File: config.mk
export PLATFORM = sky130hd
export DESIGN_NAME = lhbp_ram
export DESIGN_NICKNAME = d
export VERILOG_FILES = /design/src/rtl/lhbp_ram.sv
export SDC_FILE = /design/constraint.sdc
export NUM_CORES = 1
export LEC_CHECK = 0
export BUFFER_PORTS_ARGS = -buffer_cell sky130_fd_sc_hd__buf_2
export CAP_MARGIN = 40
export CELL_PAD_IN_SITES_DETAIL_PLACEMENT = 0
export CELL_PAD_IN_SITES_GLOBAL_PLACEMENT = 1
export CORE_ASPECT_RATIO = 0.9
export CORE_MARGIN = 1.5
export CORE_UTILIZATION = 48
export DETAILED_ROUTE_END_ITERATION = 10
export PLACE_DENSITY = 0.75
export SLEW_MARGIN = 20
export SYNTH_ARGS = -nofsm -noshare
export SYNTH_HDL_FRONTEND = slang
export SYNTH_SLANG_ARGS = --single-unit
File: constraint.sdc
create_clock -name clk -period 1.46 [get_ports clk]
set_input_delay 0.073 -clock clk [delete_from_list [all_inputs] [get_ports clk]]
set_output_delay 0.073 -clock clk [all_outputs]
set_load 0.01 [all_outputs]
File: src/rtl/lhbp_ram.sv
module lhbp_ram #(
  parameter int WIDTH = 8,
  parameter int DEPTH = 16
) (
  input  logic                     clk,
  input  logic                     we,
  input  logic [$clog2(DEPTH)-1:0] waddr,
  input  logic [WIDTH-1:0]         wdata,
  input  logic [$clog2(DEPTH)-1:0] raddr,
  output logic [WIDTH-1:0]         rdata
);

  logic [WIDTH-1:0] mem [DEPTH];

  always_ff @(posedge clk) begin
    if (we) mem[waddr] <= wdata;
    rdata <= mem[raddr];
  end

endmodule

======== Word-level counts from Yosys, hierarchy flattened ========
Memories as Yosys holds them, arrays and structs flattened. A register that Yosys moved wholly into a read port is not among the register bits.
Cells that the tools add are included.
storage, ports and cells
  bits in writable memories ............... 128
  memories kept ........................... 1
  logic and storage cells ................. 3
  bits of input ports ..................... 18
  register bits ........................... 0
memory list
  name  words  width  rd ports  clocked after memory_dff  wr ports  line  text
  mem   16     8      1         1                         1         13    logic [WIDTH-1:0] mem [DEPTH];
cells by class
  muxes and demuxes ....................... 2
operators by type and width
  operator  number
  $mux 1    2

======== Longest topological paths before layout ========
Gate-level depths: netlist of the first run.
  word-level depth ........................ 2
  mapped depth ............................ 5
  depth with buffers taken out ............ 3

======== Worst setup path before layout of the first run ========
OpenSTA, ideal clock, no wires.
  path kind ............................... input-to-reg
  start point ............................. input waddr[2]
  end point ............................... memory mem[0][0] (enable)
  data arrival time ....................... 1.183 ns
  path buffers ............................ 0
  stages on the path ...................... 2
  setup slack ............................. -0.106 ns
  library setup time ...................... 0.383 ns
  cell sequence ........................... or3b_2 > nor3_1
RTL lines
  element          line  text
  start, declared  7     input logic [$clog2(DEPTH)-1:0] waddr,
  end, declared    13
No word-level cell before the write port.

==> tab_implementation.tex, run 1 <==
\begin{tabular}{lr}
\hline
Metric & Value \\
\hline
\multicolumn{2}{l}{\textbf{Detailed routing}} \\
Final ANT Viol Nets & 0 \\
Via Count & 2425 \\
Vias per inst & 5.69 \\
Length of the first detailed-routing pass in iterations & 7 \\
Wire length per cell & 23.2 um \\
DRC violation count after routing & 12 \\
Final routed wirelength across all metal layers & 9900 um \\
Detailed Route Iter0 Violations & 214 \\
\multicolumn{2}{l}{\textbf{Setup path}} \\
Sort of element at the end of the critical path & flop \\
Data required time at the worst endpoint & 1.74 ns \\
Largest incremental delay on the critical path & 0.46 ns \\
Arrival @ worst endpoint & 1.62 ns \\
Critical R2R Launch & mem[10][0]\$\_DFFE\_PP\_ \\
CP Buf/Inv Count & 0 \\
Startpoint of the most critical setup path & mem[10][0]\$\_DFFE\_PP\_ \\
Maximum fanout along the worst path & 1 \\
Kind of cell adding the most delay to the critical path & multiplexers \\
Worst Setup Start Kind & flop \\
List of cells traversed by the critical path & mux4\_2 -> a22oi\_1 -> nand2\_1 \\
Critical Setup Path Class & reg -> reg \\
Slowest library cell on the worst path & sky130\_fd\_sc\_hd\_\_mux4\_2 \\
\multicolumn{2}{l}{\textbf{Clock network}} \\
Level count of the clock H-tree & 4 \\
CTS tree & built \\
Clock sink total & 136 \\
\# hold bufs at CTS & 0 \\
Number of buffers inserted by post-CTS setup repair & 0 \\
Clk buf depth & 2 \\
Clock network latency to the later pin of the worst-skew pair & 0.41 ns \\
Count of instances resized after the clock tree is built & 0 \\
Post-CTS clock slew at the launch and capture registers of the worst setup and hold paths & 0.05 ns \\
Number of clock buffers inserted by TritonCTS & 17 \\
Clock tree root driver cell & sky130\_fd\_sc\_hd\_\_clkbuf\_16 \\
\multicolumn{2}{l}{\textbf{Power and ir drop}} \\
Power per unit of standard cell area & 1410 nW/um2 \\
Net Switching & 0.00174 W \\
Combinational Power Share & 0.049 \\
Int Power & 0.00684 W \\
Peak supply drop & 0.660 mV \\
Pleak & 2.08 nW \\
Clock power frac & 0.439 \\
Sequential Power Share & 0.512 \\
Switch share & 0.203 \\
\multicolumn{2}{l}{\textbf{Global routing}} \\
Global route overflow & 0 \\
Aggregate global-route resource usage & 0.197 \\
Initial antenna violation count & 0 \\
Number of global-route vias before repair & 2545 \\
Global-route wire length before repair & 15200 um \\
Maximum number of pins on one net before global-route repair & 33 \\
\multicolumn{2}{l}{\textbf{Placement}} \\
Placed Instances & 395 \\
Global placer's final weighted congestion & 0.728 \\
Placed Instance Area & 5570 um2 \\
Half-perimeter wire length after placement & 6090 um \\
Number of buffers added on ports & 25 \\
\multicolumn{2}{l}{\textbf{Synthesis}} \\
Share of the synthesized netlist area taken by xor and xnor gates & 0 \\
Mux contribution to synthesized area & 0.150 \\
Share of synthesized cell area in and, or, nand and nor gates & 0.0318 \\
Proportion of synthesized chip area in sequential cells & 0.778 \\
Number of different library cells in the post-synthesis netlist & 19 \\
Netlist Area Pre-Place & 5150 um2 \\
Post-synthesis area per instance & 22.5 um2 \\
Fraction of post-synthesis cell area in the top cell type by area & 0.747 \\
Total number of yosys warnings & 0 \\
Adder and majority gate portion of the synthesized area & 0 \\
Proportion of register bits with asynchronous set or reset after synthesis & 0 \\
Number of register bits inferred by synthesis & 136 \\
Ys flop type & sky130\_fd\_sc\_hd\_\_edfxtp\_1 \\
Cells after Synth & 229 \\
Dominant combinational cell family by area after synthesis & multiplexers \\
Compound-cell area share of the yosys netlist & 0.0233 \\
Biggest area consumer among synthesized cells & sky130\_fd\_sc\_hd\_\_edfxtp\_1 \\
Nets in the synthesized netlist & 247 \\
Number of flops mapped to enable cells by yosys & 128 \\
Main area contributors after synthesis & sky130\_fd\_sc\_hd\_\_edfxtp\_1, sky130\_fd\_sc\_hd\_\_mux4\_2, sky130\_fd\_sc\_hd\_\_mux4\_1, sky130\_fd\_sc\_hd\_\_dfxtp\_1, sky130\_fd\_sc\_hd\_\_a22oi\_1 \\
\multicolumn{2}{l}{\textbf{Cells and area}} \\
Final Non-Filler Cells & 426 \\
Growth of design area from synthesis to finish & 18.3\% \\
Leading cell type in the layout, fill and taps excluded & sky130\_fd\_sc\_hd\_\_edfxtp\_1 \\
Fraction of final layout cells sized beyond drive strength 1 & 0.314 \\
Top library cells by usage in the layout, fill and taps aside & sky130\_fd\_sc\_hd\_\_edfxtp\_1, sky130\_fd\_sc\_hd\_\_buf\_2, sky130\_fd\_sc\_hd\_\_mux4\_2, sky130\_fd\_sc\_hd\_\_buf\_4, sky130\_fd\_sc\_hd\_\_clkbuf\_16 \\
Fill cell count & 750 \\
Nets & 303 \\
Final std cell area, no fill & 6090 um2 \\
\multicolumn{2}{l}{\textbf{STA}} \\
Setup repair after global routing missed its margin & false \\
Slew of the pin with the lowest slew margin & 0.727 ns \\
Highest achievable clock rate & 0.750 GHz \\
Setup TNS Final & 0 ns \\
Number of pins with negative max-slew slack in the final report & 0 \\
Post-layout min period & 1.33 ns \\
Number of hold violations in the final report & 0 \\
Post-route fraction of the period consumed by the critical path & 0.913 \\
Max-Slew Margin vs Limit & 0.514 \\
Setup skew after layout & 0.0106 ns \\
Setup violations, final & 0 \\
\multicolumn{2}{l}{\textbf{Status}} \\
Failing checks & design-rule violations \\
Outcome & finished, violations left \\
\multicolumn{2}{l}{\textbf{Floorplanning}} \\
Number of cell rows & 35 \\
Die span in x & 112 um \\
Die area & 11400 um2 \\
Chip Height & 101 um \\
Core outline area & 10300 um2 \\
Effective utilization at floorplan & 0.498 \\
Ports placed on the boundary & 26 \\
\multicolumn{2}{l}{\textbf{Hold path}} \\
Startpoint of the most critical hold path & wdata[7] \\
Hold/Removal Path Class & in -> reg \\
\multicolumn{2}{l}{\textbf{Job}} \\
Maximum capacitance violations & 0 \\
\hline
\end{tabular}
[metal layers]
metal	part of all wire	GRT usage	routed length, um	vias up
met5	0	0	0	-
met4	0.0060	0.0701	59	0
met3	0.072	0.0634	713	4
met2	0.51	0.317	5050	85
met1	0.41	0.259	4080	1249
li1	-	-	-	1087
[final timing paths]
| kind | to | slack (ns) | cells past startpoint |
|---|---|---|---|
| min | mem[5][7]$_DFFE_PP_ | 0.05 | 1 |
| max | rdata[0]$_DFF_P_ | 0.13 | 3 |
| max reg2reg | rdata[0]$_DFF_P_ | 0.13 | 3 |
| min reg2reg | rdata[2]$_DFF_P_ | 0.68 | 3 |
[cells in the mapped netlist, types with 2 or more instances]
cell,count
sky130_fd_sc_hd__edfxtp_1,128
sky130_fd_sc_hd__mux4_2,18
sky130_fd_sc_hd__a22oi_1,16
sky130_fd_sc_hd__mux4_1,14
sky130_fd_sc_hd__nor2_1,13
sky130_fd_sc_hd__nand2_1,9
sky130_fd_sc_hd__dfxtp_1,8
sky130_fd_sc_hd__nor3_1,4
sky130_fd_sc_hd__buf_2,3
sky130_fd_sc_hd__buf_6,3
sky130_fd_sc_hd__clkdlybuf4s25_2,3
sky130_fd_sc_hd__nand2b_1,2
sky130_fd_sc_hd__nand3b_1,2
[registers in the layout (all words and copies together), names as in the netlist]
name,count
mem,128
rdata,8
[power by group through the flow]
stage | combinational [W] | sequential [W] | clock, W
2_1_floorplan | 0.000222 | 0.00448 | 0
3_3_place_gp | 0.000417 | 0.00447 | 0
3_5_place_dp | 0.000429 | 0.00448 | 0
4_1_cts | 0.000430 | 0.00440 | 0.00382
5_1_grt | 0.000459 | 0.00440 | 0.00400
6_report | 0.000422 | 0.00440 | 0.00376
[kinds of logic (layout without fill, tap and decap cells)]
kind of cell,count (synthesis),in the layout
other,0,1
buffers and inverters,10,77
flip-flops,136,136
multiplexers,32,32
AO/OA/AOI/OAI,16,16
AND/OR/NAND/NOR,35,35
[worst reg2reg max path: cells and delay by family, from the launching register on]
| kind | cells | cell delay [ns] |
|---|---|---|
| AOI/OAI and AO/OA | 1 | 0.26 |
| DFF | 1 | 0.37 |
| muxes | 1 | 0.46 |
| and+or+nand+nor | 1 | 0.11 |
[layout make-up]
type                            count  area, um2  share of cell area
Tap cell                          129        161              0.0265
Clock buffer                       19        433              0.0711
Antenna cell                        1       2.50            0.000411
Multi-Input combinational cell     83       1060               0.174
Timing Repair Buffer               47        340              0.0559
Clock inverter                     11       85.1              0.0140
Sequential cell                   136       4000               0.658
[per-stage QoR]
step / total power, W / worst slack (ns) / util / hold slack (ns)
floorplan: 0.00470 / 0.121 / - / 0.172
global placement: 0.00489 / -0.0204 / 0.539 / 0.461
detailed placement: 0.00490 / -0.0241 / 0.539 / 0.473
CTS: 0.00865 / 0.110 / 0.589 / 0.0336
global route: 0.00886 / 0.0291 / 0.589 / 0.0437
finish: 0.00858 / 0.127 / 0.589 / 0.0479
(Power assumes the default switching activity.)
==> run 2: changes to the inputs <==
==> constraint.sdc (replaced) <==
create_clock -name clk -period 1.46 [get_ports clk]
set_input_delay 0.219 -clock clk [delete_from_list [all_inputs] [get_ports clk]]
set_output_delay 0.219 -clock clk [all_outputs]
set_load 0.01 [all_outputs]
==> run 2 against run 1 <==
  * The run still ends with design-rule violations left
  * Non-clock buffer count up 2
  * Clock skew down 0.0032 ns
  * Highest routed layer unchanged
  * First-iteration DRC count up 33%
  * Largest cell class unchanged
  * Critical path type unchanged
  * Flip-flop and latch count unchanged
  * Wire length down 3.7%
  * Hold slack better by 0.15 ns
  * Critical path depth unchanged
==> tab_implementation.tex, run 2 (same netlist as run 1, synthesis figures left out) <==
\begin{tabular}{lr}
\hline
Metric & Value \\
\hline
\multicolumn{2}{l}{\textbf{Clock network}} \\
Clk buf depth & 2 (unchanged) \\
Post-CTS clock slew at the launch and capture registers of the worst setup and hold paths & 0.06 ns (about the same) \\
Clock tree root driver cell & sky130\_fd\_sc\_hd\_\_clkbuf\_16 \\
Number of clock buffers inserted by TritonCTS & 17 (unchanged) \\
Count of instances resized after the clock tree is built & 0 (unchanged) \\
Level count of the clock H-tree & 4 (unchanged) \\
CTS tree & built \\
Clock sink total & 136 (unchanged) \\
Number of buffers inserted by post-CTS setup repair & 0 (unchanged) \\
\# hold bufs at CTS & 0 (unchanged) \\
Clock network latency to the later pin of the worst-skew pair & 0.40 ns (about the same) \\
\multicolumn{2}{l}{\textbf{Placement}} \\
DP Worst Slack & -0.190 ns (-0.166 ns) \\
Global placer's final weighted congestion & 0.728 (about the same) \\
Half-perimeter wire length after placement & 5870 um (-3.6\%) \\
Number of buffers added on ports & 25 (unchanged) \\
Placed Instance Area & 5580 um2 (+0.27\%) \\
\multicolumn{2}{l}{\textbf{Setup path}} \\
FF-to-FF End & rdata[1]\$\_DFF\_P\_ \\
Slowest library cell on the worst path & sky130\_fd\_sc\_hd\_\_mux4\_1 \\
Worst Setup Start Kind & flop \\
Stages on the worst setup path & 3 (unchanged) \\
Critical Setup Path Class & reg -> reg \\
Largest incremental delay on the critical path & 0.52 ns (+0.06 ns) \\
Data required time at the worst endpoint & 1.74 ns (about the same) \\
R2R setup slack & 0.09 ns (-0.04 ns) \\
Sort of element at the end of the critical path & flop \\
Critical R2R Launch & mem[1][1]\$\_DFFE\_PP\_ \\
CP endpoint & rdata[1]\$\_DFF\_P\_ \\
Kind of cell adding the most delay to the critical path & multiplexers \\
Startpoint of the most critical setup path & mem[1][1]\$\_DFFE\_PP\_ \\
CP Buf/Inv Count & 0 (unchanged) \\
Arrival @ worst endpoint & 1.65 ns (+0.03 ns) \\
Maximum fanout along the worst path & 1 (unchanged) \\
Number of cells traversed by the worst register-to-register path & 3 (unchanged) \\
List of cells traversed by the critical path & mux4\_1 -> a22oi\_1 -> nand2\_1 \\
\multicolumn{2}{l}{\textbf{Global routing}} \\
Met1 track demand over resource & 0.252 (-0.00664) \\
Initial antenna violation count & 0 (unchanged) \\
Global route overflow & 0 (unchanged) \\
Met2 capacity usage during global routing & 0.301 (-0.0160) \\
GR Layer Usage met3 & 0.0604 (-0.00299) \\
Maximum number of pins on one net before global-route repair & 21 (-36\%) \\
Aggregate global-route resource usage & 0.189 (-0.00805) \\
Global-route wire length before repair & 14800 um (-2.6\%) \\
Number of global-route vias before repair & 2521 (-0.94\%) \\
GRT Max-Usage Layer & met2 \\
\multicolumn{2}{l}{\textbf{STA}} \\
Setup violations, final & 0 (unchanged) \\
Highest achievable clock rate & 0.728 GHz (-3.0\%) \\
Slew of the pin with the lowest slew margin & 0.741 ns (+0.0136 ns) \\
Post-layout min period & 1.37 ns (+0.0405 ns) \\
Number of hold violations in the final report & 0 (unchanged) \\
Number of pins with negative max-slew slack in the final report & 0 (unchanged) \\
Setup TNS Final & 0 ns (unchanged) \\
Post-route fraction of the period consumed by the critical path & 0.941 (+0.0278) \\
Setup ws final & 0.0865 ns (-0.0405 ns) \\
Max-Slew Margin vs Limit & 0.504 (-0.00989) \\
Setup repair after global routing missed its margin & false \\
Setup skew after layout & 0.00739 ns (-0.00322 ns) \\
\multicolumn{2}{l}{\textbf{Detailed routing}} \\
Final routed wirelength across all metal layers & 9540 um (-3.7\%) \\
Length of the first detailed-routing pass in iterations & 7 (unchanged) \\
Vias per inst & 5.70 (+0.21\%) \\
Wire length per cell & 22.4 um (-3.7\%) \\
Final ANT Viol Nets & 0 (unchanged) \\
Via Count & 2430 (+0.21\%) \\
DRC violation count after routing & 6 (-6) \\
Detailed Route Iter0 Violations & 284 (+33\%) \\
\multicolumn{2}{l}{\textbf{Floorplanning}} \\
Chip Height & 101 um (unchanged) \\
Number of cell rows & 35 (unchanged) \\
Effective utilization at floorplan & 0.498 (unchanged) \\
Core outline area & 10300 um2 (unchanged) \\
Die span in x & 112 um (unchanged) \\
Ports placed on the boundary & 26 (unchanged) \\
Die area & 11400 um2 (unchanged) \\
\multicolumn{2}{l}{\textbf{Cells and area}} \\
Nets & 305 (+0.66\%) \\
Fill cell count & 768 (+2.4\%) \\
Diode count & 0 (-1) \\
Number of flip-flops in the largest register & 128 (unchanged) \\
End-of-flow core utilization & 0.592 (+0.00242) \\
Register with the most flip-flops & mem \\
Fraction of final layout cells sized beyond drive strength 1 & 0.313 (-0.00106) \\
Growth of design area from synthesis to finish & 18.8\% \\
Largest registers in the final layout & mem: 128 flops, rdata: 8 flops \\
Leading cell type in the layout, fill and taps excluded & sky130\_fd\_sc\_hd\_\_edfxtp\_1 \\
Final std cell area, no fill & 6110 um2 (+0.41\%) \\
Top library cells by usage in the layout, fill and taps aside & sky130\_fd\_sc\_hd\_\_edfxtp\_1, sky130\_fd\_sc\_hd\_\_buf\_2, sky130\_fd\_sc\_hd\_\_buf\_4 \\
\multicolumn{2}{l}{\textbf{Hold path}} \\
Hold/Removal Path Class & in -> reg \\
\multicolumn{2}{l}{\textbf{Power and ir drop}} \\
Power per unit of standard cell area & 1410 nW/um2 (+0.16\%) \\
Peak supply drop & 0.819 mV (+24\%) \\
Design Power & 0.00863 W (+0.57\%) \\
Pleak & 2.10 nW (+1.1\%) \\
\multicolumn{2}{l}{\textbf{Status}} \\
Failing checks & design-rule violations \\
Outcome & finished, violations left \\
\multicolumn{2}{l}{\textbf{Job}} \\
Maximum capacitance violations & 0 (unchanged) \\
\hline
\end{tabular}
-- run 2: cell types whose count changed in the layout (fill, tap and decap cells not counted), sizes merged --
cell / change
buf: +2
clkinvlp: -3
clkinv: -2
diode: -1
clkbuf: +4
-- run 2: layer usage --
layer	vias to the layer above	part of all wire	wire, um
met5	-	0	0
met3	7	0.054	518
met2	63	0.49	4710
li1	1090	-	-
met1	1270	0.44	4220
met4	0	0.0096	92
-- run 2: worst min path at each step --
stage             start                    to  slack (ns)  depth (start not counted)
5_1_grt        wdata[5]  mem[15][5]$_DFFE_PP_        0.20                          1
4_1_cts        wdata[5]  mem[15][5]$_DFFE_PP_        0.19                          1
2_1_floorplan  wdata[0]   mem[0][0]$_DFFE_PP_        0.32                          0
3_5_place_dp   wdata[1]  mem[12][1]$_DFFE_PP_        0.62                          1
6_report       wdata[5]  mem[15][5]$_DFFE_PP_        0.20                          1
3_3_place_gp   wdata[5]   mem[1][5]$_DFFE_PP_        0.61                          1
-- run 2: metrics by stage --
stage          hold slack [ns]  cells
4_1_cts                  0.192    426
3_5_place_dp             0.620    397
6_report                 0.201    426
2_1_floorplan            0.318    229
5_1_grt                  0.202    426
3_3_place_gp             0.608    397
-- run 2: final cells by class --
cell class | instances | area (um2) | area share
repair buffers | 49 | 355 | 0.0581
well taps | 129 | 161 | 0.0264
clock inverters | 6 | 52.6 | 0.00860
flip-flops and latches | 136 | 4000 | 0.655
clock buffers | 23 | 478 | 0.0782
multi-input cells | 83 | 1060 | 0.174
-- run 2: power breakdown --
part	switching, W	internal (W)	total [W]
sequential	0.0000268	0.00437	0.00440
combinational	0.000233	0.000191	0.000424
clock	0.00139	0.00242	0.00381
