$ cat src/rtl/lhbp_pkg.sv
package lhbp_pkg;

  localparam int PC_BITS      = 10;
  localparam int HISTORY_BITS = 10;
  localparam int PC_W         = 10;
  localparam int CTR_W        = 3;

  localparam int HIST_DEPTH = 1 << PC_BITS;
  localparam int CTR_DEPTH  = 1 << HISTORY_BITS;
  localparam int CLR_BITS   = (PC_BITS > HISTORY_BITS) ? PC_BITS : HISTORY_BITS;

  localparam logic [CTR_W-1:0] CTR_MAX     = 3'd7;
  localparam logic [CTR_W-1:0] CTR_MIN     = 3'd0;
  localparam logic [CTR_W-1:0] CTR_INIT    = 3'd3;
  localparam logic [CTR_W-1:0] TAKEN_ABOVE = 3'd3;

  typedef enum logic {
    OP_LOOKUP = 1'b0,
    OP_UPDATE = 1'b1
  } op_t;

  typedef enum logic [2:0] {
    ST_CLEAR,
    ST_IDLE,
    ST_HIST,
    ST_CTR,
    ST_OUT
  } state_t;

  typedef struct packed {
    logic in_rdy;
    logic clearing;
    logic hist_stage;
    logic ctr_stage;
    logic out_load;
  } ctrl_t;

  function automatic logic [PC_BITS-1:0] pc_slot(input logic [PC_W-1:0] pc);
    logic [PC_W+PC_BITS-1:0] ext;
    ext = {{PC_BITS{1'b0}}, pc};
    return ext[PC_BITS-1:0];
  endfunction

  function automatic logic [CTR_W-1:0] ctr_step(input logic [CTR_W-1:0] ctr,
                                                input logic taken);
    logic [CTR_W-1:0] res;
    res = ctr;
    if (taken) begin
      if (ctr != CTR_MAX) res = ctr + CTR_W'(1);
    end else begin
      if (ctr != CTR_MIN) res = ctr - CTR_W'(1);
    end
    return res;
  endfunction

endpackage

$ cat src/rtl/lhbp_ctrl.sv
module lhbp_ctrl (
  input  logic                     clk,
  input  logic                     rst_n,
  input  logic                     in_valid,
  input  logic                     out_free,
  output lhbp_pkg::ctrl_t          ctrl,
  output logic [lhbp_pkg::CLR_BITS-1:0] clr_idx
);
  import lhbp_pkg::*;

  state_t              state_r, state_nxt;
  logic [CLR_BITS-1:0] clr_idx_r, clr_idx_nxt;

  always_ff @(posedge clk) begin
    if (!rst_n) begin
      state_r   <= ST_CLEAR;
      clr_idx_r <= '0;
    end else begin
      state_r   <= state_nxt;
      clr_idx_r <= clr_idx_nxt;
    end
  end

  always_comb begin
    state_nxt   = state_r;
    clr_idx_nxt = clr_idx_r;
    case (state_r)
      ST_CLEAR: begin
        clr_idx_nxt = clr_idx_r + CLR_BITS'(1);
        if (clr_idx_r == '1) state_nxt = ST_IDLE;
      end
      ST_IDLE: begin
        if (in_valid) state_nxt = ST_HIST;
      end
      ST_HIST: state_nxt = ST_CTR;
      ST_CTR:  state_nxt = ST_OUT;
      ST_OUT: begin
        if (out_free) state_nxt = ST_IDLE;
      end
      default: state_nxt = ST_CLEAR;
    endcase
  end

  always_comb begin
    ctrl = '0;
    case (state_r)
      ST_CLEAR: ctrl.clearing   = 1'b1;
      ST_IDLE:  ctrl.in_rdy     = 1'b1;
      ST_HIST:  ctrl.hist_stage = 1'b1;
      ST_CTR:   ctrl.ctr_stage  = 1'b1;
      ST_OUT:   ctrl.out_load   = out_free;
      default:  ctrl = '0;
    endcase
  end

  assign clr_idx = clr_idx_r;

endmodule

$ cat config.mk
export PLATFORM = sky130hd
export DESIGN_NAME = lhbp_ctrl
export DESIGN_NICKNAME = d
export VERILOG_FILES = /design/src/rtl/lhbp_pkg.sv /design/src/rtl/lhbp_ctrl.sv
export SDC_FILE = /design/constraint.sdc
export NUM_CORES = 1
export LEC_CHECK = 0
export ABC_AREA = 1
export BUFFER_PORTS_ARGS = -buffer_cell sky130_fd_sc_hd__buf_2
export CAP_MARGIN = 30
export CORE_MARGIN = 2
export CORE_UTILIZATION = 40
export CTS_CLUSTER_DIAMETER = 60
export CTS_CLUSTER_SIZE = 12
export DETAILED_ROUTE_END_ITERATION = 8
export GPL_TIMING_DRIVEN = 0
export SETUP_SLACK_MARGIN = 0.1
export SYNTH_ARGS = -nofsm -noshare
export SYNTH_HDL_FRONTEND = slang
export SYNTH_SLANG_ARGS = --single-unit
$ cat constraint.sdc
create_clock -name clk -period 3.9 [get_ports clk]
set_clock_uncertainty 0.1 [all_clocks]
set_input_delay 0.78 -clock clk [delete_from_list [all_inputs] [get_ports clk]]
set_output_delay 0.78 -clock clk [all_outputs]
set_load 0.01 [all_outputs]
Word level (Yosys, flattened, before mapping)
Cells that the tools add are included.
- logic and storage cells: 22
- bits in registers: 13
- input bits: 4
- output and inout port bits: 15
- multiplexer cells: 9
- reduce and logical (&&, ||, !) cells: 2
- equality and inequality tests: 8
- add/subtract/negate cells: 1
- operator list (cell ; count):
    $pmux 3 s5 ; 1
    $add 10x1->10 const B ; 1
    $eq 10x10->1 const B ; 1
    $mux 3 ; 3
    $eq 3x2->1 const B ; 2
    $ne 2x2->1 const B ; 3
    $mux 1 ; 5
    $eq 3x1->1 const B ; 1
    $eq 3x3->1 const B ; 1
    $logic_not 3->1 ; 1
    $reduce_and 3->1 ; 1

Logic depth before layout (Yosys ltp)
Gate-level depths: netlist (run 1).
- word-level depth: 3
- mapped depth: 8
- depth with buffers taken out: 8

Worst setup path after synthesis (run 1)
No wires, ideal clock.
- path type: in2out
- start point: in out_free
- end point: out ctrl[0] (netlist bit)
- cell stages on the path: 2
- arrival time: 1.164 ns
- path slack: 1.856 ns
- required time: 3.020 ns
- path buffers: 0
- cell sequence: inv_1 -> nor4_1
- RTL lines (item ; line ; RTL):
    from (decl) ; lhbp_ctrl.sv:5 ; input logic out_free,
    to (decl) ; lhbp_ctrl.sv:6 ; output lhbp_pkg::ctrl_t ctrl,

==> results of run 1 <==
## critical path, cell delays in order
cell and delay, ps:
sky130_fd_sc_hd__buf_2 80, sky130_fd_sc_hd__inv_1 40, sky130_fd_sc_hd__nor4_1 150, sky130_fd_sc_hd__buf_2 170
## layout make-up
| class | count | area [µm²] |
|---|---|---|
| Multi-Input combinational cell | 67 | 338 |
| Inverter | 17 | 66.3 |
| Fill cell | 162 | 742 |
| Sequential cell | 13 | 260 |
| Tap cell | 16 | 20.0 |
| Timing Repair Buffer | 17 | 85.1 |
| Buffer | 1 | 3.75 |
| Clock buffer | 4 | 26.3 |
## registers in the layout (all words and copies together) (netlist names)
| register | flops |
|---|---|
| clr_idx | 10 |
| state_r | 3 |
## stage by stage
step           hold slack, ps  setup slack [ps]  instance area, µm²  cells
2_1_floorplan             396              1860                 668     98
3_3_place_gp              373              1820                 773    131
3_5_place_dp              379              1810                 773    131
4_1_cts                   402              1810                 800    135
5_1_grt                   432              1730                 800    135
6_report                  399              1810                 800    135
## power by group through the flow
stage / Sequential, W / Combinational, W / Clock (W)
after CTS: 0.000138 / 0.0000140 / 0.0000908
after global placement: 0.000141 / 0.0000136 / 0
after floorplan: 0.000142 / 0.00000719 / 0
after global routing: 0.000139 / 0.0000161 / 0.0000947
final: 0.000138 / 0.0000138 / 0.0000883
after detailed placement: 0.000141 / 0.0000138 / 0
## placed cells by master (no fill, tap or decap)
| cell | instances |
|---|---|
| sky130_fd_sc_hd__a21oi_1 | 7 |
| sky130_fd_sc_hd__buf_2 | 17 |
| sky130_fd_sc_hd__clkbuf_1 | 2 |
| sky130_fd_sc_hd__clkbuf_4 | 3 |
| sky130_fd_sc_hd__dfxtp_1 | 13 |
| sky130_fd_sc_hd__ha_1 | 1 |
| sky130_fd_sc_hd__inv_1 | 16 |
| sky130_fd_sc_hd__inv_4 | 1 |
| sky130_fd_sc_hd__nand2_1 | 17 |
| sky130_fd_sc_hd__nand2_2 | 2 |
| sky130_fd_sc_hd__nand2_4 | 1 |
| sky130_fd_sc_hd__nand3_1 | 6 |
| sky130_fd_sc_hd__nand4_1 | 2 |
| sky130_fd_sc_hd__nor2_1 | 15 |
| sky130_fd_sc_hd__nor2_2 | 2 |
| sky130_fd_sc_hd__nor2_4 | 1 |
| sky130_fd_sc_hd__nor3_1 | 4 |
| sky130_fd_sc_hd__nor3_4 | 1 |
| sky130_fd_sc_hd__nor4_1 | 1 |
| sky130_fd_sc_hd__o21ai_0 | 5 |
| sky130_fd_sc_hd__o21ai_1 | 1 |
| sky130_fd_sc_hd__o21bai_1 | 1 |
## layer usage
layer,wire length [µm],part of all wire [%],vias to the layer above,GRT usage (%)
met3,52,3.7,5,2.40
met1,688,49,289,21.6
met4,36,2.6,0,10.6
met2,613,44,13,27.2
met5,0,0,-,0
li1,-,-,354,-
## worst min path at each step
stage	endpoint	cells after the start
2_1_floorplan	clr_idx[5]	1
5_1_grt	clr_idx[6]	2
3_5_place_dp	clr_idx[6]	2
3_3_place_gp	clr_idx[6]	2
4_1_cts	clr_idx[6]	2
6_report	clr_idx[5]	1
## logic make-up (layout without fill, tap and decap cells)
| kind of cell | Yosys count | count (layout) |
|---|---|---|
| AND/OR/NAND/NOR | 52 | 52 |
| buffers and inverters | 18 | 39 |
| AO/OA/AOI/OAI | 14 | 14 |
| flip-flops | 13 | 13 |
| adder cells (fa/ha/maj) | 1 | 1 |
==> summary.md, run 1 <==
### Critical path
• **reg-to-reg slack, setup** 2450 ps
• **FF-to-FF Start** clr_idx[0]
• **depth of the worst register-to-register path** 8
• **highest fanout seen on the critical path** 2
• **launch point of the worst path** out_free
• **Startpoint Class** primary input
• **Data arrival, critical path** 1210 ps
• **end of the critical path** ctrl[0]
• **WS Path Type** primary input to output pin
• **reg-to-reg endpoint** clr_idx[6]
• **kind of end point of the critical path** output pin
• **Req. time, crit path** 3020 ps

### Clocking
• **CTS-repair resized insts** 0
• **sinks on the clock net** 13
• **clock buffer depth** 2
• **master cell of the clock root buffer** sky130_fd_sc_hd__clkbuf_4
• **# H-tree levels** 1
• **CTS Hold Bufs** 0
• **clock transition at the register clock pins on the worst setup and hold paths after CTS** 90 ps
• **clock buffers created by TritonCTS** 3
• **Clk Latency, worst-skew pair** 290 ps
• **Post-CTS Setup Bufs** 0
• **TritonCTS clock tree** done

### GRT
• **global-route usage over all layers** 17.1%
• **antenna violations before repair** 0
• **global-route wire length before repair** 2.49 mm
• **number of global-route vias before repair** 597
• **overall overflow remaining after global route** 0
• **largest net degree at the start of global routing** 11

### Min path
• **min-delay src** clr_idx[5]
• **class of the worst hold path** register to register

### Synthesis
• **dominant cell type by area after synthesis** sky130_fd_sc_hd__dfxtp_1
• **share of the synthesized area in the top cell type** 39.0%
• **most instantiated library cell after synthesis** sky130_fd_sc_hd__nand2_1
• **nets in the synthesized netlist** 103
• **post-synthesis share of cell area spent on and, or, nand and nor gates** 37.8%
• **Synth cell types** 20
• **flop and latch count out of synthesis** 13
• **synthesized area divided by synthesized cell count** 6.82 µm²
• **compound-cell area share of the yosys netlist** 10.9%
• **most numerous cell types in the synthesized netlist** 17 x sky130_fd_sc_hd__nand2_1, 16 x sky130_fd_sc_hd__inv_1, 15 x sky130_fd_sc_hd__nor2_1
• **adder-cell share of the synthesized area** 1.87%
• **Cell Area, Synth** 668 µm²
• **main combinational cell family by area after synthesis** simple AND/OR/NAND/NOR gates
• **Post-synth EDFFs** 0
• **total of warnings raised by yosys** 0
• **xor/xnor share of the synthesized area** 0%
• **portion of the post-synthesis area used by sequential elements** 39.0%
• **count of mapped cells out of synthesis** 98
• **portion of netlist area occupied by mux cells** 0%
• **most area-consuming cells after synthesis** sky130_fd_sc_hd__dfxtp_1 39%, sky130_fd_sc_hd__nand2_1 9.6%, sky130_fd_sc_hd__inv_1 9.0%
• **most used flip-flop cell after synthesis** sky130_fd_sc_hd__dfxtp_1
• **fraction of registers with async set/reset** 0%

### Timing
• **final total negative setup slack** 0 ps
• **final setup violating endpoints** 0
• **maximum clock rate** 478 MHz
• **worst max-slew margin expressed relative to the limit** 72.1%
• **number of hold violations in the final report** 0
• **crit path time final** 2090 ps
• **Final Cycle Share** 53.6%
• **setup repair after global routing missed its margin** no
• **total count of max-transition violations in the final report** 0
• **Worst Tran Pin Value** 418 ps

### Power
• **static power due to leakage** 0.386 nW
• **Power, Total** 0.000240 W
• **maximum vdd drop** 0.000169 V
• **share of power burned in registers** 57.5%
• **proportion of total power due to net switching** 24.7%
• **ratio of total power to cell area** 300 mW/mm²
• **net switching power** 0.0000593 W
• **internal power** 0.000181 W
• **fraction of power consumed by the clock network** 36.8%
• **power share of the combinational group** 5.7%

### Die
• **Chip Height** 44.9 µm
• **num rows** 14
• **effective utilization at floorplan** 43.3%
• **die width** 44.9 µm
• **CORE AREA** 0.00154 mm²
• **# IOs** 19
• **Die ar.** 0.00201 mm²

### Routing
• **remaining antenna violation count after routing** 0
• **detailed-route vias per instance** 4.90
• **total detailed-routing wirelength** 1.39 mm
• **number of detailed-route iterations in the first pass** 4
• **DRC violation count after routing** 0
• **violation count after the first detailed-route iteration** 9
• **per-cell routed wire length** 10.3 µm
• **routed vias** 661

### Cells and area
• **Util after Layout** 51.9%
• **diodes inserted** 0
• **Final Net Count** 125
• **area added between synthesis and finish** 19.7%
• **layout cell share with drive strength beyond 1** 23.5%

### Place
• **dpl hpwl** 1.04 mm
• **gpl congestion** 0.780
• **Buffers on Ports** 17

### Flow run
• **count of max-cap constraint violations** 0

### Run status
• **run status** complete, no violations

Note: power is estimated with default switching activity, not from simulation.
==> inputs of run 2 (changes only) <==
--- a/config.mk
+++ b/config.mk
@@ -14,6 +14,7 @@
 export CTS_CLUSTER_SIZE = 12
 export DETAILED_ROUTE_END_ITERATION = 8
 export GPL_TIMING_DRIVEN = 0
+export PLACE_DENSITY = 0.66
 export SETUP_SLACK_MARGIN = 0.1
 export SYNTH_ARGS = -nofsm -noshare
 export SYNTH_HDL_FRONTEND = slang
==> constraint.sdc (replaced) <==
create_clock -name clk -period 1.86 [get_ports clk]
set_clock_uncertainty 0.1 [all_clocks]
set_input_delay 0.372 -clock clk [delete_from_list [all_inputs] [get_ports clk]]
set_output_delay 0.372 -clock clk [all_outputs]
set_load 0.01 [all_outputs]
==> summary.md, run 2 (synthesis gave the netlist of run 1 again) <==
### Run status
• **run status** complete, no violations

### Critical path
• **cell-by-cell trace of the critical path** inv_1 > nor4_1 > buf_2
• **largest stage delay on the critical path** 400 ps
• **depth of the worst register-to-register path** 8
• **number of buffer and inverter stages on the critical path** 2
• **highest fanout seen on the critical path** 5
• **Slowest-stage cell, CP** sky130_fd_sc_hd__dfxtp_1
• **WS Path Type** register to output pin
• **kind of end point of the critical path** output pin
• **reg-to-reg endpoint** clr_idx[6]
• **FF-to-FF Start** clr_idx[0]
• **Req. time, crit path** 1390 ps
• **CP delay by family, top** flip-flops
• **Data arrival, critical path** 1180 ps
• **reg-to-reg slack, setup** 420 ps
• **Startpoint Class** register

### Clocking
• **# H-tree levels** 1
• **Post-CTS Setup Bufs** 0
• **Clk Latency, worst-skew pair** 280 ps
• **master cell of the clock root buffer** sky130_fd_sc_hd__clkbuf_4
• **CTS Hold Bufs** 0
• **TritonCTS clock tree** done
• **CTS-repair resized insts** 0
• **sinks on the clock net** 13
• **clock buffer depth** 2
• **clock buffers created by TritonCTS** 3
• **clock transition at the register clock pins on the worst setup and hold paths after CTS** 80 ps

### Timing
• **crit path time final** 1650 ps
• **total count of max-transition violations in the final report** 0
• **setup repair after global routing missed its margin** no
• **Worst Tran Pin Value** 403 ps
• **worst max-slew margin expressed relative to the limit** 73.1%
• **maximum clock rate** 606 MHz
• **Final Cycle Share** 88.7%
• **final setup violating endpoints** 0
• **final total negative setup slack** 0 ps
• **final-layout worst hold slack** 331 ps
• **number of hold violations in the final report** 0

### Routing
• **routed length on met3** 62 µm
• **routed vias** 659
• **per-cell routed wire length** 9.83 µm
• **Met2 Routed Length** 543 µm
• **routed metal-1 wire length** 686 µm
• **topmost layer with routed signal wires** met4
• **detailed-route vias per instance** 4.88
• **total detailed-routing wirelength** 1.33 mm
• **violation count after the first detailed-route iteration** 12
• **DRC violation count after routing** 0
• **remaining antenna violation count after routing** 0
• **number of detailed-route iterations in the first pass** 4

### Power
• **static power due to leakage** 0.386 nW
• **maximum vdd drop** 0.000287 V
• **ratio of total power to cell area** 622 mW/mm²
• **Power, Total** 0.000498 W

### Min path
• **Hold Crit Depth** 4
• **min-delay src** out_free
• **worst-case hold path end point** state_r[2]
• **class of the worst hold path** primary input to register

### Die
• **die width** 44.9 µm
• **CORE AREA** 0.00154 mm²
• **effective utilization at floorplan** 43.3%
• **# IOs** 19
• **num rows** 14
• **Die ar.** 0.00201 mm²
• **Chip Height** 44.9 µm

### Place
• **dpl hpwl** 1.02 mm
• **gpl congestion** 0.814
• **Buffers on Ports** 17
• **post-detailed-placement cell area** 773 µm²

### GRT
• **antenna violations before repair** 0
• **global-route usage over all layers** 14.6%
• **number of global-route vias before repair** 506
• **overall overflow remaining after global route** 0
• **largest net degree at the start of global routing** 11
• **global-route wire length before repair** 2.15 mm

### Cells and area
• **leading cell types in the layout, fill and taps excluded** 17 x sky130_fd_sc_hd__nand2_1, 17 x sky130_fd_sc_hd__buf_2, 16 x sky130_fd_sc_hd__inv_1
• **Final Net Count** 125
• **count of filler cells inserted in the layout** 163
• **area added between synthesis and finish** 19.7%
• **flip-flop count of the largest register after layout** 10
• **layout cell share with drive strength beyond 1** 23.5%
• **diodes inserted** 0
• **final design instance area without fill** 800 µm²

### Flow run
• **count of max-cap constraint violations** 0

run 2: cell counts in the layout (fill, tap and decap cells not counted):
No cell type changed its count.
run 2: worst reg2reg max path, cell delays in order (launching register included):
cell	delay, ps
sky130_fd_sc_hd__dfxtp_1	390
sky130_fd_sc_hd__ha_1	210
sky130_fd_sc_hd__inv_1	60
sky130_fd_sc_hd__nor2_1	200
sky130_fd_sc_hd__nand2_2	80
sky130_fd_sc_hd__nor2_2	130
sky130_fd_sc_hd__nand2_1	60
sky130_fd_sc_hd__nand2_1	60
sky130_fd_sc_hd__nor2_1	50
run 2: how the worst max path moves through the flow:
stage,from,to,slack (ps),cells past startpoint
floorplan,clr_idx[0],clr_idx[8],490,8
global route,state_r[1],ctrl[2],120,3
global placement,clr_idx[0],clr_idx[6],440,8
CTS,state_r[2],ctrl[0],200,3
detailed placement,clr_idx[0],clr_idx[6],440,8
finish,state_r[2],ctrl[0],210,3
run 2: area by class of cell:
type	instances	area (µm²)	area share, %
inverter	17	66.3	8.29
tap	16	20.0	2.50
multi-input combinational	67	338	42.3
clock buffer	4	26.3	3.29
sequential	13	260	32.6
timing repair buffer	17	85.1	10.6
buffer	1	3.75	0.469
run 2: metal layers:
layer	global-route usage, %	vias up
met5	0	-
met4	10.6	0
met3	2.40	5
met2	19.4	16
met1	21.1	286
li1	-	352
run 2: power by group:
| group | leakage (nW) | internal [W] | total [W] | switching (W) |
|---|---|---|---|---|
| Clock | 0.0150 | 0.0000833 | 0.000179 | 0.0000958 |
| Sequential | 0.105 | 0.000284 | 0.000290 | 0.00000589 |
| Combinational | 0.266 | 0.0000121 | 0.0000288 | 0.0000167 |
| Total | 0.386 | 0.000379 | 0.000498 | 0.000118 |
run 2: stage by stage:
stage | worst slack [ps] | util (%) | cells
floorplan | 490 | - | 98
global placement | 438 | 50.2 | 131
CTS | 198 | 51.9 | 135
global route | 122 | 51.9 | 135
detailed placement | 438 | 50.2 | 131
finish | 210 | 51.9 | 135
==> inputs of run 3 (changes only) <==
--- a/config.mk
+++ b/config.mk
@@ -8,12 +8,12 @@
 export ABC_AREA = 1
 export BUFFER_PORTS_ARGS = -buffer_cell sky130_fd_sc_hd__buf_2
 export CAP_MARGIN = 30
-export CORE_MARGIN = 2
 export CORE_UTILIZATION = 40
 export CTS_CLUSTER_DIAMETER = 60
 export CTS_CLUSTER_SIZE = 12
 export DETAILED_ROUTE_END_ITERATION = 8
 export GPL_TIMING_DRIVEN = 0
+export MAX_ROUTING_LAYER = met4
 export PLACE_DENSITY = 0.66
 export SETUP_SLACK_MARGIN = 0.1
 export SYNTH_ARGS = -nofsm -noshare
==> summary.md, run 3 (synthesis gave the netlist of run 1 again) <==
### Critical path
• **reg-to-reg slack, setup** 420 ps
• **Startpoint Class** register
• **depth of the worst register-to-register path** 8
• **Slowest-stage cell, CP** sky130_fd_sc_hd__dfxtp_1
• **reg-to-reg endpoint** clr_idx[6]
• **CP delay by family, top** flip-flops
• **Req. time, crit path** 1390 ps
• **cell-by-cell trace of the critical path** inv_1 > nor4_1 > buf_2
• **highest fanout seen on the critical path** 5
• **WS Path Type** register to output pin
• **Data arrival, critical path** 1220 ps
• **kind of end point of the critical path** output pin
• **number of buffer and inverter stages on the critical path** 2
• **critical path depth** 3
• **launch point of the worst path** state_r[2]
• **FF-to-FF Start** clr_idx[0]
• **end of the critical path** ctrl[0]
• **largest stage delay on the critical path** 400 ps

### Min path
• **class of the worst hold path** primary input to register

### Clocking
• **CTS Hold Bufs** 0
• **sinks on the clock net** 13
• **Clk Latency, worst-skew pair** 270 ps
• **TritonCTS clock tree** done
• **clock transition at the register clock pins on the worst setup and hold paths after CTS** 80 ps
• **clock buffers created by TritonCTS** 3
• **master cell of the clock root buffer** sky130_fd_sc_hd__clkbuf_4
• **clock buffer depth** 2
• **# H-tree levels** 1

### Cells and area
• **diodes inserted** 0
• **final design instance area without fill** 801 µm²
• **leading cell types in the layout, fill and taps excluded** 17 x sky130_fd_sc_hd__nand2_1, 17 x sky130_fd_sc_hd__buf_2, 16 x sky130_fd_sc_hd__inv_1
• **area added between synthesis and finish** 19.9%
• **Final Net Count** 125
• **layout cell share with drive strength beyond 1** 24.4%
• **flip-flop count of the largest register after layout** 10

### Die
• **effective utilization at floorplan** 43.3%
• **Die ar.** 0.00184 mm²
• **die width** 42.9 µm
• **# IOs** 19
• **CORE AREA** 0.00154 mm²
• **Chip Height** 42.9 µm
• **num rows** 14

### Power
• **share of power burned in registers** 58.8%
• **net switching power** 0.000114 W
• **internal power** 0.000379 W
• **power share of the combinational group** 5.8%
• **maximum vdd drop** 0.000389 V
• **Power, Total** 0.000493 W
• **static power due to leakage** 0.387 nW
• **fraction of power consumed by the clock network** 35.4%
• **proportion of total power due to net switching** 23.2%
• **ratio of total power to cell area** 616 mW/mm²

### Routing
• **remaining antenna violation count after routing** 0
• **routed vias** 642
• **total detailed-routing wirelength** 1.30 mm
• **number of detailed-route iterations in the first pass** 4
• **per-cell routed wire length** 9.64 µm
• **DRC violation count after routing** 0
• **violation count after the first detailed-route iteration** 13
• **detailed-route vias per instance** 4.76

### Place
• **post-detailed-placement cell area** 773 µm²
• **gpl congestion** 0.822
• **Worst Setup Slack post-DPL** 432 ps
• **dpl hpwl** 993 µm
• **Buffers on Ports** 17

### Timing
• **Worst Tran Pin Value** 402 ps
• **Final Cycle Share** 91.1%
• **final total negative setup slack** 0 ps
• **setup repair after global routing missed its margin** no
• **maximum clock rate** 590 MHz
• **worst max-slew margin expressed relative to the limit** 73.2%
• **final setup violating endpoints** 0
• **number of hold violations in the final report** 0
• **total count of max-transition violations in the final report** 0
• **crit path time final** 1690 ps
• **slack of the critical path** 165 ps
• **final-layout worst hold slack** 338 ps

### GRT
• **antenna violations before repair** 0
• **overall overflow remaining after global route** 0
• **global-route wire length before repair** 2.13 mm
• **number of global-route vias before repair** 506
• **largest net degree at the start of global routing** 11
• **global-route usage over all layers** 15.7%

### Flow run
• **count of max-cap constraint violations** 0

### Run status
• **run status** complete, no violations

-- run 3: cell count changes in the layout (fill, tap and decap cells not counted) --
cell and change:
sky130_fd_sc_hd__dfxtp_1 -1, sky130_fd_sc_hd__dfxtp_2 +1
-- run 3: how the worst min path moves through the flow --
| stage | startpoint | end | slack, ps | depth (start not counted) |
|---|---|---|---|---|
| after global placement | clr_idx[0] | clr_idx[0] | 370 | 1 |
| final | out_free | state_r[2] | 340 | 4 |
| after CTS | out_free | state_r[2] | 330 | 4 |
| after floorplan | clr_idx[5] | clr_idx[5] | 400 | 1 |
| after detailed placement | clr_idx[6] | clr_idx[6] | 380 | 2 |
| after global routing | out_free | state_r[2] | 390 | 4 |
-- run 3: power by group through the flow --
stage / sequential, W / combinational [W] / clock, W
global placement: 0.000296 / 0.0000285 / 0
floorplan: 0.000298 / 0.0000151 / 0
finish: 0.000290 / 0.0000287 / 0.000175
global route: 0.000291 / 0.0000337 / 0.000189
detailed placement: 0.000296 / 0.0000287 / 0
CTS: 0.000290 / 0.0000290 / 0.000182
-- run 3: per-stage QoR --
step	utilization, %	std cells
6_report	51.9	135
3_3_place_gp	50.2	131
4_1_cts	51.9	135
5_1_grt	51.9	135
3_5_place_dp	50.2	131
2_1_floorplan	-	98
-- run 3: repair_timing --
| item | 4_1_cts | 5_1_grt |
|---|---|---|
| endpoints found under the setup margin | 0 | 1 |
| buffers inserted | 0 | 0 |
| gates resized for setup | 0 | 1 |
-- run 3: per-layer routing --
layer  track usage (%)  vias up  part of all wire (%)
met2              20.3       13                    41
met5                 -        -                     0
li1                  -      355                     -
met3              2.55        4                   3.5
met4              11.3        0                   2.4
met1              21.8      270                    53
-- run 3: cell type report --
cell class	count	area (µm²)
buffer	1	3.75
inverter	17	66.3
timing repair buffer	17	85.1
multi-input combinational	67	338
tap	16	20.0
sequential	13	262
clock buffer	4	26.3
fill	165	741
-- run 3: tightest hold or removal path: cells and delay by family --
kind / cells / cell delay (ps)
buf+inv: 2 / 120
simple gates: 1 / 110
compound gates: 1 / 70
